$ cat config.mk
export PLATFORM = sky130hd
export DESIGN_NAME = led_matrix_mode_sequencer
export DESIGN_NICKNAME = d
export VERILOG_FILES = /design/src/lmms_pkg.sv /design/src/lmms_cfg_regs.sv /design/src/lmms_scan_core.sv /design/src/led_matrix_mode_sequencer.sv
export SDC_FILE = /design/constraint.sdc
export NUM_CORES = 1
export LEC_CHECK = 0
export ABC_CLOCK_PERIOD_IN_PS = 11200
export BUFFER_PORTS_ARGS = -buffer_cell sky130_fd_sc_hd__buf_2
export CORE_ASPECT_RATIO = 1.75
export CORE_MARGIN = 4
export CORE_UTILIZATION = 50
export CTS_BUF_LIST = sky130_fd_sc_hd__clkbuf_2
export DETAILED_ROUTE_END_ITERATION = 7
export PLACE_DENSITY = 0.79
export SYNTH_ARGS = -nofsm -noshare
export SYNTH_HDL_FRONTEND = slang
export SYNTH_SLANG_ARGS = --single-unit
$ cat constraint.sdc
create_clock -name clk -period 11.2 [get_ports clk]
set_input_delay 0.56 -clock clk [delete_from_list [all_inputs] [get_ports clk]]
set_output_delay 0.56 -clock clk [all_outputs]
set_load 0.02 [all_outputs]
$ cat src/lmms_pkg.sv
package lmms_pkg;

	// Configuration register indexes.
	localparam logic [2:0] REG_ALL_ON_SCANS     = 3'd0;
	localparam logic [2:0] REG_SWEEP_SCANS      = 3'd1;
	localparam logic [2:0] REG_SLOW_SWEEP_SCANS = 3'd2;
	localparam logic [2:0] REG_ROW_HOLD_TICKS   = 3'd3;
	localparam logic [2:0] REG_DIGIT_HOLD_TICKS = 3'd4;

	// Register reset values.
	localparam logic [7:0] RST_ALL_ON_SCANS     = 8'd4;
	localparam logic [7:0] RST_SWEEP_SCANS      = 8'd50;
	localparam logic [7:0] RST_SLOW_SWEEP_SCANS = 8'd5;
	localparam logic [7:0] RST_ROW_HOLD_TICKS   = 8'd5;
	localparam logic [7:0] RST_DIGIT_HOLD_TICKS = 8'd60;

	// Display modes.
	localparam logic [2:0] MODE_ALL_ON = 3'd0;
	localparam logic [2:0] MODE_SWEEP  = 3'd1;
	localparam logic [2:0] MODE_FAST   = 3'd2;
	localparam logic [2:0] MODE_SLOW   = 3'd3;
	localparam logic [2:0] MODE_DIGITS = 3'd4;

	// Matrix geometry.
	localparam logic [2:0] NUM_COLS   = 3'd5;
	localparam logic [2:0] NUM_ROWS   = 3'd7;
	localparam logic [3:0] NUM_DIGITS = 4'd10;

	localparam logic [4:0] RING_FIRST = 5'b00001;

	// Active-low column patterns of the digits 0 to 9.
	localparam logic [7:0] DIGIT_FONT [0:9][0:4] = '{
		'{8'h41, 8'h2E, 8'h36, 8'h3A, 8'h41},
		'{8'h3F, 8'h3D, 8'h00, 8'h3F, 8'h3F},
		'{8'h3D, 8'h1E, 8'h2E, 8'h36, 8'h39},
		'{8'h5D, 8'h3E, 8'h36, 8'h36, 8'h49},
		'{8'h67, 8'h6B, 8'h6D, 8'h00, 8'h7F},
		'{8'h58, 8'h3A, 8'h3A, 8'h3A, 8'h46},
		'{8'h43, 8'h35, 8'h36, 8'h36, 8'h4F},
		'{8'h7C, 8'h7E, 8'h0E, 8'h76, 8'h78},
		'{8'h49, 8'h36, 8'h36, 8'h36, 8'h49},
		'{8'h79, 8'h36, 8'h36, 8'h56, 8'h69}
	};

	typedef struct packed {
		logic [7:0] all_on_scans;
		logic [7:0] sweep_scans;
		logic [7:0] slow_sweep_scans;
		logic [7:0] row_hold_ticks;
		logic [7:0] digit_hold_ticks;
	} lmms_cfg_t;

	typedef struct packed {
		logic [4:0] column_drive;
		logic [7:0] row_drive;
		logic       long_dwell;
		logic [2:0] mode_shown;
	} lmms_result_t;

endpackage

$ cat src/lmms_cfg_regs.sv
module lmms_cfg_regs
	import lmms_pkg::*;
(
	input  logic       clk,
	input  logic       arst_n,
	input  logic       cfg_wr_en,
	input  logic [2:0] cfg_index,
	input  logic [7:0] cfg_data,
	output lmms_cfg_t  cfg
);

	lmms_cfg_t cfg_q;

	// Register file; writes to indexes beyond the list are dropped.
	always_ff @(posedge clk or negedge arst_n) begin
		if (!arst_n) begin
			cfg_q.all_on_scans     <= RST_ALL_ON_SCANS;
			cfg_q.sweep_scans      <= RST_SWEEP_SCANS;
			cfg_q.slow_sweep_scans <= RST_SLOW_SWEEP_SCANS;
			cfg_q.row_hold_ticks   <= RST_ROW_HOLD_TICKS;
			cfg_q.digit_hold_ticks <= RST_DIGIT_HOLD_TICKS;
		end else if (cfg_wr_en) begin
			case (cfg_index)
				REG_ALL_ON_SCANS:     cfg_q.all_on_scans     <= cfg_data;
				REG_SWEEP_SCANS:      cfg_q.sweep_scans      <= cfg_data;
				REG_SLOW_SWEEP_SCANS: cfg_q.slow_sweep_scans <= cfg_data;
				REG_ROW_HOLD_TICKS:   cfg_q.row_hold_ticks   <= cfg_data;
				REG_DIGIT_HOLD_TICKS: cfg_q.digit_hold_ticks <= cfg_data;
				default: ;
			endcase
		end
	end

	assign cfg = cfg_q;

endmodule

$ cat src/lmms_scan_core.sv
module lmms_scan_core
	import lmms_pkg::*;
(
	input  logic         clk,
	input  logic         arst_n,
	input  logic         step_en,
	input  lmms_cfg_t    cfg,
	output lmms_result_t result
);

	logic [2:0] mode_q, mode_n;
	logic [4:0] ring_q, ring_n;
	logic [2:0] col_q, col_n;
	logic [3:0] digit_q, digit_n;
	logic [7:0] hold_q, hold_n;
	logic [2:0] row_q, row_n;
	logic [7:0] scan_q, scan_n;
	logic       done_q, done_n;

	logic [7:0] sweep_row;
	logic [7:0] row_pat;
	logic       dwell;
	logic       change;

	// Active-low single row for the sweep modes.
	always_comb begin
		if (row_q < NUM_ROWS && col_q < NUM_COLS) begin
			sweep_row = ~(8'd1 << row_q);
		end else begin
			sweep_row = 8'd0;
		end
	end

	// Pattern for this step and the next counter values.
	always_comb begin
		mode_n  = mode_q;
		ring_n  = ring_q;
		col_n   = col_q;
		digit_n = digit_q;
		hold_n  = hold_q;
		row_n   = row_q;
		scan_n  = scan_q;
		done_n  = done_q;
		row_pat = 8'd0;
		dwell   = 1'b0;
		change  = 1'b0;

		case (mode_q)
			MODE_ALL_ON: begin
				row_pat = 8'd0;
				dwell   = 1'b1;
			end
			MODE_SWEEP, MODE_SLOW: begin
				row_pat = sweep_row;
				dwell   = (mode_q == MODE_SLOW);
				hold_n  = hold_q + 8'd1;
				if (hold_n == cfg.row_hold_ticks) begin
					row_n  = row_q + 3'd1;
					hold_n = 8'd0;
				end
				if (row_n == NUM_ROWS) begin
					row_n = 3'd0;
				end
			end
			MODE_FAST: begin
				row_pat = sweep_row;
				row_n   = row_q + 3'd1;
				if (row_n == NUM_ROWS) begin
					row_n = 3'd0;
				end
			end
			default: begin
				if (digit_q < NUM_DIGITS && col_q < NUM_COLS) begin
					row_pat = DIGIT_FONT[digit_q][col_q];
				end
				hold_n = hold_q + 8'd1;
				if (hold_n == cfg.digit_hold_ticks) begin
					hold_n  = 8'd0;
					digit_n = digit_q + 4'd1;
				end
				if (digit_n >= NUM_DIGITS) begin
					done_n  = 1'b1;
					digit_n = 4'd0;
				end
			end
		endcase

		// Column ring and index; a wrap of the index ends one scan.
		case (ring_q)
			5'b00001: ring_n = 5'b00010;
			5'b00010: ring_n = 5'b00100;
			5'b00100: ring_n = 5'b01000;
			5'b01000: ring_n = 5'b10000;
			default:  ring_n = RING_FIRST;
		endcase
		col_n = col_q + 3'd1;
		if (col_n >= NUM_COLS) begin
			col_n  = 3'd0;
			scan_n = scan_q + 8'd1;
		end

		case (mode_q)
			MODE_ALL_ON:           change = (scan_n == cfg.all_on_scans);
			MODE_SWEEP, MODE_FAST: change = (scan_n == cfg.sweep_scans);
			MODE_SLOW:             change = (scan_n == cfg.slow_sweep_scans);
			default:               change = done_n;
		endcase

		// Mode change restarts every counter.
		if (change) begin
			scan_n  = 8'd0;
			col_n   = 3'd0;
			row_n   = 3'd0;
			digit_n = 4'd0;
			hold_n  = 8'd0;
			ring_n  = RING_FIRST;
			done_n  = 1'b0;
			mode_n  = (mode_q >= MODE_DIGITS) ? MODE_ALL_ON : mode_q + 3'd1;
		end
	end

	// Scanner state.
	always_ff @(posedge clk or negedge arst_n) begin
		if (!arst_n) begin
			mode_q  <= MODE_DIGITS;
			ring_q  <= RING_FIRST;
			col_q   <= 3'd0;
			digit_q <= 4'd0;
			hold_q  <= 8'd0;
			row_q   <= 3'd0;
			scan_q  <= 8'd0;
			done_q  <= 1'b0;
		end else if (step_en) begin
			mode_q  <= mode_n;
			ring_q  <= ring_n;
			col_q   <= col_n;
			digit_q <= digit_n;
			hold_q  <= hold_n;
			row_q   <= row_n;
			scan_q  <= scan_n;
			done_q  <= done_n;
		end
	end

	assign result.column_drive = ring_n;
	assign result.row_drive    = row_pat;
	assign result.long_dwell   = dwell;
	assign result.mode_shown   = mode_q;

endmodule

$ cat src/led_matrix_mode_sequencer.sv
// 5x7 LED matrix scanner that steps through five display modes.
// Input channel: in_valid/in_stall carry one word, the tick bit. A word with
// tick high advances the scan by one column; a word with tick low repeats
// the previous result unchanged. Every input word yields one output word.
// Output channel: out_valid/out_stall carry column_drive (one-hot column),
// row_drive (active-low rows), long_dwell and mode_shown.
// Path: a word accepted into the input register moves on into the result
// register as soon as the result register can take it.
// Throughput: one word per cycle while out_stall is low; the scan state
// updates as a word moves from the input register into the result register.
// Configuration: cfg_wr_en/cfg_index/cfg_data write one 8-bit register per
// cycle; write only while no word is in flight.
// Reset: the mode is digits, the column ring sits at the first column and the
// repeated result before the first advance is column 00001, rows 0, mode 4.
// Stall: while out_stall holds a waiting word, one more input word is taken
// into the input register, then in_stall rises until the output drains.
module led_matrix_mode_sequencer
	import lmms_pkg::*;
(
	input  logic       clk,
	input  logic       arst_n,
	input  logic       cfg_wr_en,
	input  logic [2:0] cfg_index,
	input  logic [7:0] cfg_data,
	input  logic       in_valid,
	output logic       in_stall,
	input  logic       tick,
	output logic       out_valid,
	input  logic       out_stall,
	output logic [4:0] column_drive,
	output logic [7:0] row_drive,
	output logic       long_dwell,
	output logic [2:0] mode_shown
);

	lmms_cfg_t    cfg;
	lmms_result_t result;
	lmms_result_t out_q;

	logic in_valid_s1;
	logic tick_s1;
	logic out_valid_q;
	logic advance;
	logic step_en;

	// The result register can take a word when empty or being drained.
	assign advance  = !out_valid_q || !out_stall;
	assign in_stall = in_valid_s1 && !advance;
	assign step_en  = advance && in_valid_s1 && tick_s1;

	lmms_cfg_regs u_cfg (
		.clk       (clk),
		.arst_n    (arst_n),
		.cfg_wr_en (cfg_wr_en),
		.cfg_index (cfg_index),
		.cfg_data  (cfg_data),
		.cfg       (cfg)
	);

	lmms_scan_core u_core (
		.clk     (clk),
		.arst_n  (arst_n),
		.step_en (step_en),
		.cfg     (cfg),
		.result  (result)
	);

	// Input register control.
	always_ff @(posedge clk or negedge arst_n) begin
		if (!arst_n) begin
			in_valid_s1 <= 1'b0;
		end else if (!in_stall) begin
			in_valid_s1 <= in_valid;
		end
	end

	// Input register payload.
	always_ff @(posedge clk) begin
		if (!in_stall) begin
			tick_s1 <= tick;
		end
	end

	// Result register; it also keeps the last result for idle ticks.
	always_ff @(posedge clk or negedge arst_n) begin
		if (!arst_n) begin
			out_valid_q        <= 1'b0;
			out_q.column_drive <= RING_FIRST;
			out_q.row_drive    <= 8'd0;
			out_q.long_dwell   <= 1'b0;
			out_q.mode_shown   <= MODE_DIGITS;
		end else if (advance) begin
			out_valid_q <= in_valid_s1;
			if (step_en) begin
				out_q <= result;
			end
		end
	end

	assign out_valid    = out_valid_q;
	assign column_drive = out_q.column_drive;
	assign row_drive    = out_q.row_drive;
	assign long_dwell   = out_q.long_dwell;
	assign mode_shown   = out_q.mode_shown;

endmodule

# --- Word-level counts from Yosys, hierarchy flattened ---
# Memory sizes are Yosys's and may differ from the RTL's.
# Cells that the tools add are included.
op_classes:
  magnitude_cmp: 8
  mux: 35
  addsub: 6
  n_div: 0
  n_reduce_logical: 27
  n_mul: 0
  shift: 1
  eq_ne: 20
  bitwise_logic: 3
op_table:
  columns: ["cell", "count"]
  rows:
  - ["40-bit two-way mux", 2]
  - ["8-bit two-way mux", 9]
  - ["8-bit equality test", 5]
  - ["8-bit one-hot mux with 2 select lines", 2]
  - ["8-bit binary-select mux with 3-bit select", 1]
  - ["3-bit two-way mux", 8]
  - ["4-bit two-way mux", 5]
  - ["5-bit one-hot mux with 4 select lines", 1]
  - ["2-bit AND reduction", 10]
  - ["8-bit by 1-bit adder with 8-bit output (second input constant)", 2]
  - ["3-bit by 2-bit equality test with 1-bit output (second input constant)", 4]
  - ["3-bit by 1-bit adder with 3-bit output (second input constant)", 3]
  - ["3-bit equality test (second input constant)", 3]
  - ["4-bit >= comparator (second input constant)", 2]
  - ["8-bit inverter", 1]
  - ["1-bit by 3-bit left shift with 8-bit output (first input constant)", 1]
  - ["3-bit by 1-bit equality test with 1-bit output (second input constant)", 2]
  - ["3-bit >= comparator (second input constant)", 2]
  - ["3-bit zero test", 2]
  - ["3-bit < comparator (second input constant)", 2]
  - ["3-bit one-hot mux with 2 select lines", 1]
  - ["2-bit OR reduction", 3]
  - ["5-bit by 1-bit equality test with 1-bit output (second input constant)", 1]
  - ["5-bit by 2-bit equality test with 1-bit output (second input constant)", 1]
  - ["18 further kinds", 27]
totals:
  output_inout_bits: 19
  mem_count: 1
  ram_bits: 0
  register_bits: 95
  in_bits: 17
  latchBits: 0
  rom_bits: 640
memory_table:
  columns: ["name", "words", "word_bits", "read_ports", "rd_clocked_by_memory_dff", "wr", "line_no", "rtl"]
  rows:
  - ["(no name shown)", 16, 40, 1, 0, 0, "lmms_scan_core.sv:74", "row_pat = DIGIT_FONT[digit_q][col_q];"]

# --- Longest topological paths before layout ---
logic_depth:
  depth_word: 10
  ltp_mapped: 13
  ltp_nobuf: 11

# --- By module ---
# Synthesis repeated with hierarchy kept, for this count alone.
unflattened:
  cells_unflattened: 583
  area_unflattened_um2: 6062.1
by_module_without_submodules:
  columns: ["module", "instances", "area_per_inst_um2", "seq_area_each_um2", "cells_per_inst"]
  rows:
  - ["lmms_scan_core", 1, 3718.6, 878.3, 451]
  - ["lmms_cfg_regs", 1, 1544.0, 1016.0, 88]
  - ["led_matrix_mode_sequencer", 1, 799.5, 508.0, 44]

# --- Worst setup path after synthesis ---
# No wires, ideal clock.
synth_timing:
  kind: "reg-to-reg"
  start: "register u_core.col_q[1]"
  end: "register u_core.hold_q[4]"
  path_stages_with_launch: 14
  synth_period_minus_slack_ps: 3684
  required_ps: 11069
  t_arrival_ps: 3554
  setup_slack_ps: 7516
  cell_sequence: "dfrtp_1 clkbuf_1 inv_1 ha_1 nor3b_1 or4_4 or3_4 nor4_1 a31oi_1 o41a_1 o221ai_4 or2_1 buf_4 o221ai_2"
synth_between:
  elab_chain_len: 7
  word_cells_on_any_way: 10
  classes_between: "add/sub: 1; order compare: 1; eq/ne: 4; mux: 3; reduce/logical: 1"
synth_rtl:
  columns: ["element", "line_no", "rtl"]
  rows:
  - ["from (decl)", "lmms_scan_core.sv:13", "logic [2:0] col_q, col_n;"]
  - ["from (signal assigned)", "lmms_scan_core.sv:136", "col_q <= col_n;"]
  - ["3-bit by 1-bit adder with 3-bit output (*)", "lmms_scan_core.sv:96", "col_n = col_q + 3'd1;"]
  - ["3-bit >= comparator (*)", "lmms_scan_core.sv:97", "if (col_n >= NUM_COLS) begin"]
  - ["8-bit two-way mux (*)", "lmms_scan_core.sv:97", null]
  - ["8-bit equality test, on equally long branches", "lmms_scan_core.sv:105, lmms_scan_core.sv:103, lmms_scan_core.sv:104", null]
  - ["1-bit one-hot mux with 3 select lines (*)", "lmms_scan_core.sv:102", "case (mode_q)"]
  - ["2-bit by 1-bit != test with 1-bit output (no source line)", null, null]
  - ["2-bit AND reduction (no source line)", null, null]
  - ["to (signal assigned)", "lmms_scan_core.sv:138", "hold_q <= hold_n;"]
  - ["to (decl)", "lmms_scan_core.sv:15", "logic [7:0] hold_q, hold_n;"]
# Every way passes the cells marked *; elsewhere a longest branch is shown, timed or not.
# A chain may end at the register's enable or synchronous reset.

# --- Final worst setup path ---
layout_timing:
  start: "register u_core.col_q[0]"
  end: "register u_core.hold_q[4]"
# Same word-level chain as after synthesis.

==> reports/results.txt <==
die area - 0.0134 sq mm
Post-Synthesis Cells - 596
Root Driver - clkbuf_2
total gr overflow - 0
Core Region - 0.0112 sq mm
Worst Hold Class - in -> reg
Pleak - 2.55 nW
syn_nets - 637
share of cells above drive strength 1 - 20.3%
Yosys cell types - 74
Max clock buf depth - 2
post-CTS setup repair buffer count - 0
sequential element share of the synthesized area - 41.7%
Setup TNS - 0 ns
period utilisation layout - 39.8%
routed vias/inst - 6.05
commonest non-fill, non-tap cell in the layout - dfrtp_1
design area - 0.00612 sq mm
status - completed
PortBufs - 35
clk_lat worst skew - 0.59 ns
Cell Area, Synth - 0.00576 sq mm
f_max - 224 MHz
htree depth - 3
Largest delay share family, worst path - simple AND/OR/NAND/NOR gates
RR Endpoint - u_core.hold_q[4]
Worst Reg-to-Reg Cells - 11
area occupied by multi-input gates - 0.00317 sq mm
CTS tree - yes
peak supply drop - 0.000114 V
worst hold margin - 0.144 ns
R2R Path Start - u_core.col_q[0]
area grow syn2layout - 6.30%
Initial Util - 51.2%
FF+latch count, synth - 95
WP data arrival - 4.93 ns
Endpoint, Worst Hold - tick_s1
fin nets - 658
Worst Path Required - 11.67 ns
Initial DRC Count - 367
top cells by area, synth - dfrtp_1 34%, mux2_2 8.0%, dfstp_2 7.3%
total iterations of the first detailed-routing run - 5
max-cap violation count - 0
DP HPWL - 9920 um
global-route wire length before repair - 22,200 um
number of global-route vias before repair - 4,572
total routed wirelength - 13,300 um
most frequent cells in the layout - 78 x dfrtp_1, 58 x nand2_1, 46 x a21oi_1, 43 x o21ai_0, 41 x mux2_2
DP Area - 0.00600 sq mm
# fillers - 1,030
Main synth FF type - dfrtp_1
power per cell area - 192 mW/mm^2
Post-synth EDFFs - 1
largest net degree at the start of global routing - 87
Worst Skew - 0.0339 ns
Mean Syn Cell Area - 9.66 sq um
Reg2Reg Setup Slack - 6.74 ns
I/O Pins - 36
Crit-path slowest cell - dfrtp_1
Clk pin slew, worst setup/hold paths - 0.27 ns
final setup fails - 0
antenna violations before repair - 1
Worst Min Path Start - tick
hold depth - 1
Setup crit end kind - flip-flop
Max FO, Critical Path - 20
site row count - 51
Crit Path Category - reg -> reg
Die H - 150 um
Worst Max-Slew Pin Slew - 1.23 ns
RePlAce Congestion - 0.871
asr flop ratio synth - 98.9%
post-synth top area share - 33.9%
Crit path largest cell delay - 0.76 ns
Num CTS Buffers - 9
Rel. slew slack - 17.8%
Die Wd - 89.1 um
Buffers & Inverters on Critical Path - 1
crit start category - flip-flop
RSZ-0062 raised after global routing - false
Slew Viols, Final - 0
via count - 4,570
synth warn - 0
post-route ant nets - 0
clk sinks - 95
register area - 0.00240 sq mm
detailed-route DRC error count - 0
GRT Util Overall - 21.2%
CP Cell Sequence - inv_1, ha_1, nor3b_1, nor2_1, and4_1, xnor3_1, or2_0, o41a_1, o221ai_4, or2_1, o221ai_2
cell taking the most area after synthesis - dfrtp_1
WL/cell - 17.6 um
final hold violations - 0
fin crit period - 4.46 ns
==> flip-flops by register name, summed over array words and instances (netlist names), 3 cells and up <==
| register | flops |
|---|---|
| mode_shown | 3 |
| u_core.ring_q | 5 |
| u_core.col_q | 3 |
| row_drive | 8 |
| u_cfg.cfg | 40 |
| u_core.digit_q | 4 |
| u_core.mode_q | 3 |
| u_core.hold_q | 8 |
| u_core.row_q | 3 |
| column_drive | 5 |
| u_core.scan_q | 8 |
==> synth_stat cells (12+ instances only) <==
cell type   n
inv_1      16
dfrtp_1    78
clkbuf_1   23
nand2_1    58
dfstp_2    16
xnor2_1    19
o21ai_0    43
nor2_1     35
o21ai_1    12
nand3_1    18
mux2_2     41
a21oi_1    46
a22o_1     13
ha_1       24
==> layout make-up <==
| class | instances | share of cell area [%] |
|---|---|---|
| Multi-Input combinational cell | 455 | 51.8 |
| Sequential cell | 95 | 39.3 |
| Timing Repair Buffer | 39 | 3.44 |
| Tap cell | 132 | 2.70 |
| Inverter | 17 | 1.04 |
| Clock inverter | 6 | 0.879 |
| Clock buffer | 10 | 0.818 |
| Antenna cell | 1 | 0.0409 |
==> through the flow <==
| step | std cells | setup WS (ns) | power [mW] | utilization (%) |
|---|---|---|---|---|
| finish | 755 | 6.74 | 1.17 | 54.5 |
| global route | 755 | 6.48 | 1.27 | 54.5 |
| CTS | 754 | 6.85 | 1.18 | 54.5 |
| detailed placement | 737 | 6.89 | 1.02 | 53.4 |
| global placement | 737 | 7.11 | 0.995 | 53.4 |
| floorplan | 596 | 7.52 | 0.885 | - |
==> cells by family (layout without fill, tap and decap cells) <==
group | Yosys count | in the layout | share of synthesized area [%]
and+or+nand+nor | 177 | 177 | 15.3
adders and majority gates | 24 | 24 | 5.22
muxes | 44 | 44 | 8.54
xor gates and xnor gates | 31 | 31 | 5.20
other | 0 | 1 | 0
DFF | 95 | 95 | 41.7
buffers and inverters | 46 | 72 | 3.17
AOI/OAI and AO/OA | 179 | 179 | 20.8
==> per-layer routing <==
metal	global-route usage (%)	vias to the layer above	wire, um
met5	0	-	0
met4	11.3	0	732
met3	3.31	43	421
met2	36.3	129	6990
met1	24.6	2170	5120
li1	-	2228	-
==> repair_timing <==
item                                    CTS  global route
hold buffers                              1             0
gates resized for setup                   0             0
endpoints found under the setup margin    0             0
hold endpoints to repair                  8             0
==> worst max path at each step <==
stage / startpoint / to / cells after the start
finish: u_core.col_q[0] / u_core.hold_q[4] / 11
global route: u_core.col_q[0] / u_core.hold_q[4] / 11
CTS: u_core.col_q[0] / u_core.hold_q[4] / 11
detailed placement: u_core.col_q[0] / u_core.ring_q[1] / 11
global placement: u_core.col_q[1] / u_core.scan_q[2] / 11
floorplan: u_core.col_q[1] / u_core.hold_q[4] / 13
==> power by group <==
part / internal (mW) / switching (mW) / total (mW)
Sequential: 0.431 / 0.0965 / 0.528
Clock: 0.0344 / 0.123 / 0.158
Combinational: 0.211 / 0.278 / 0.488
Total: 0.676 / 0.498 / 1.17
No activity file was read; power rests on OpenSTA's default activity.
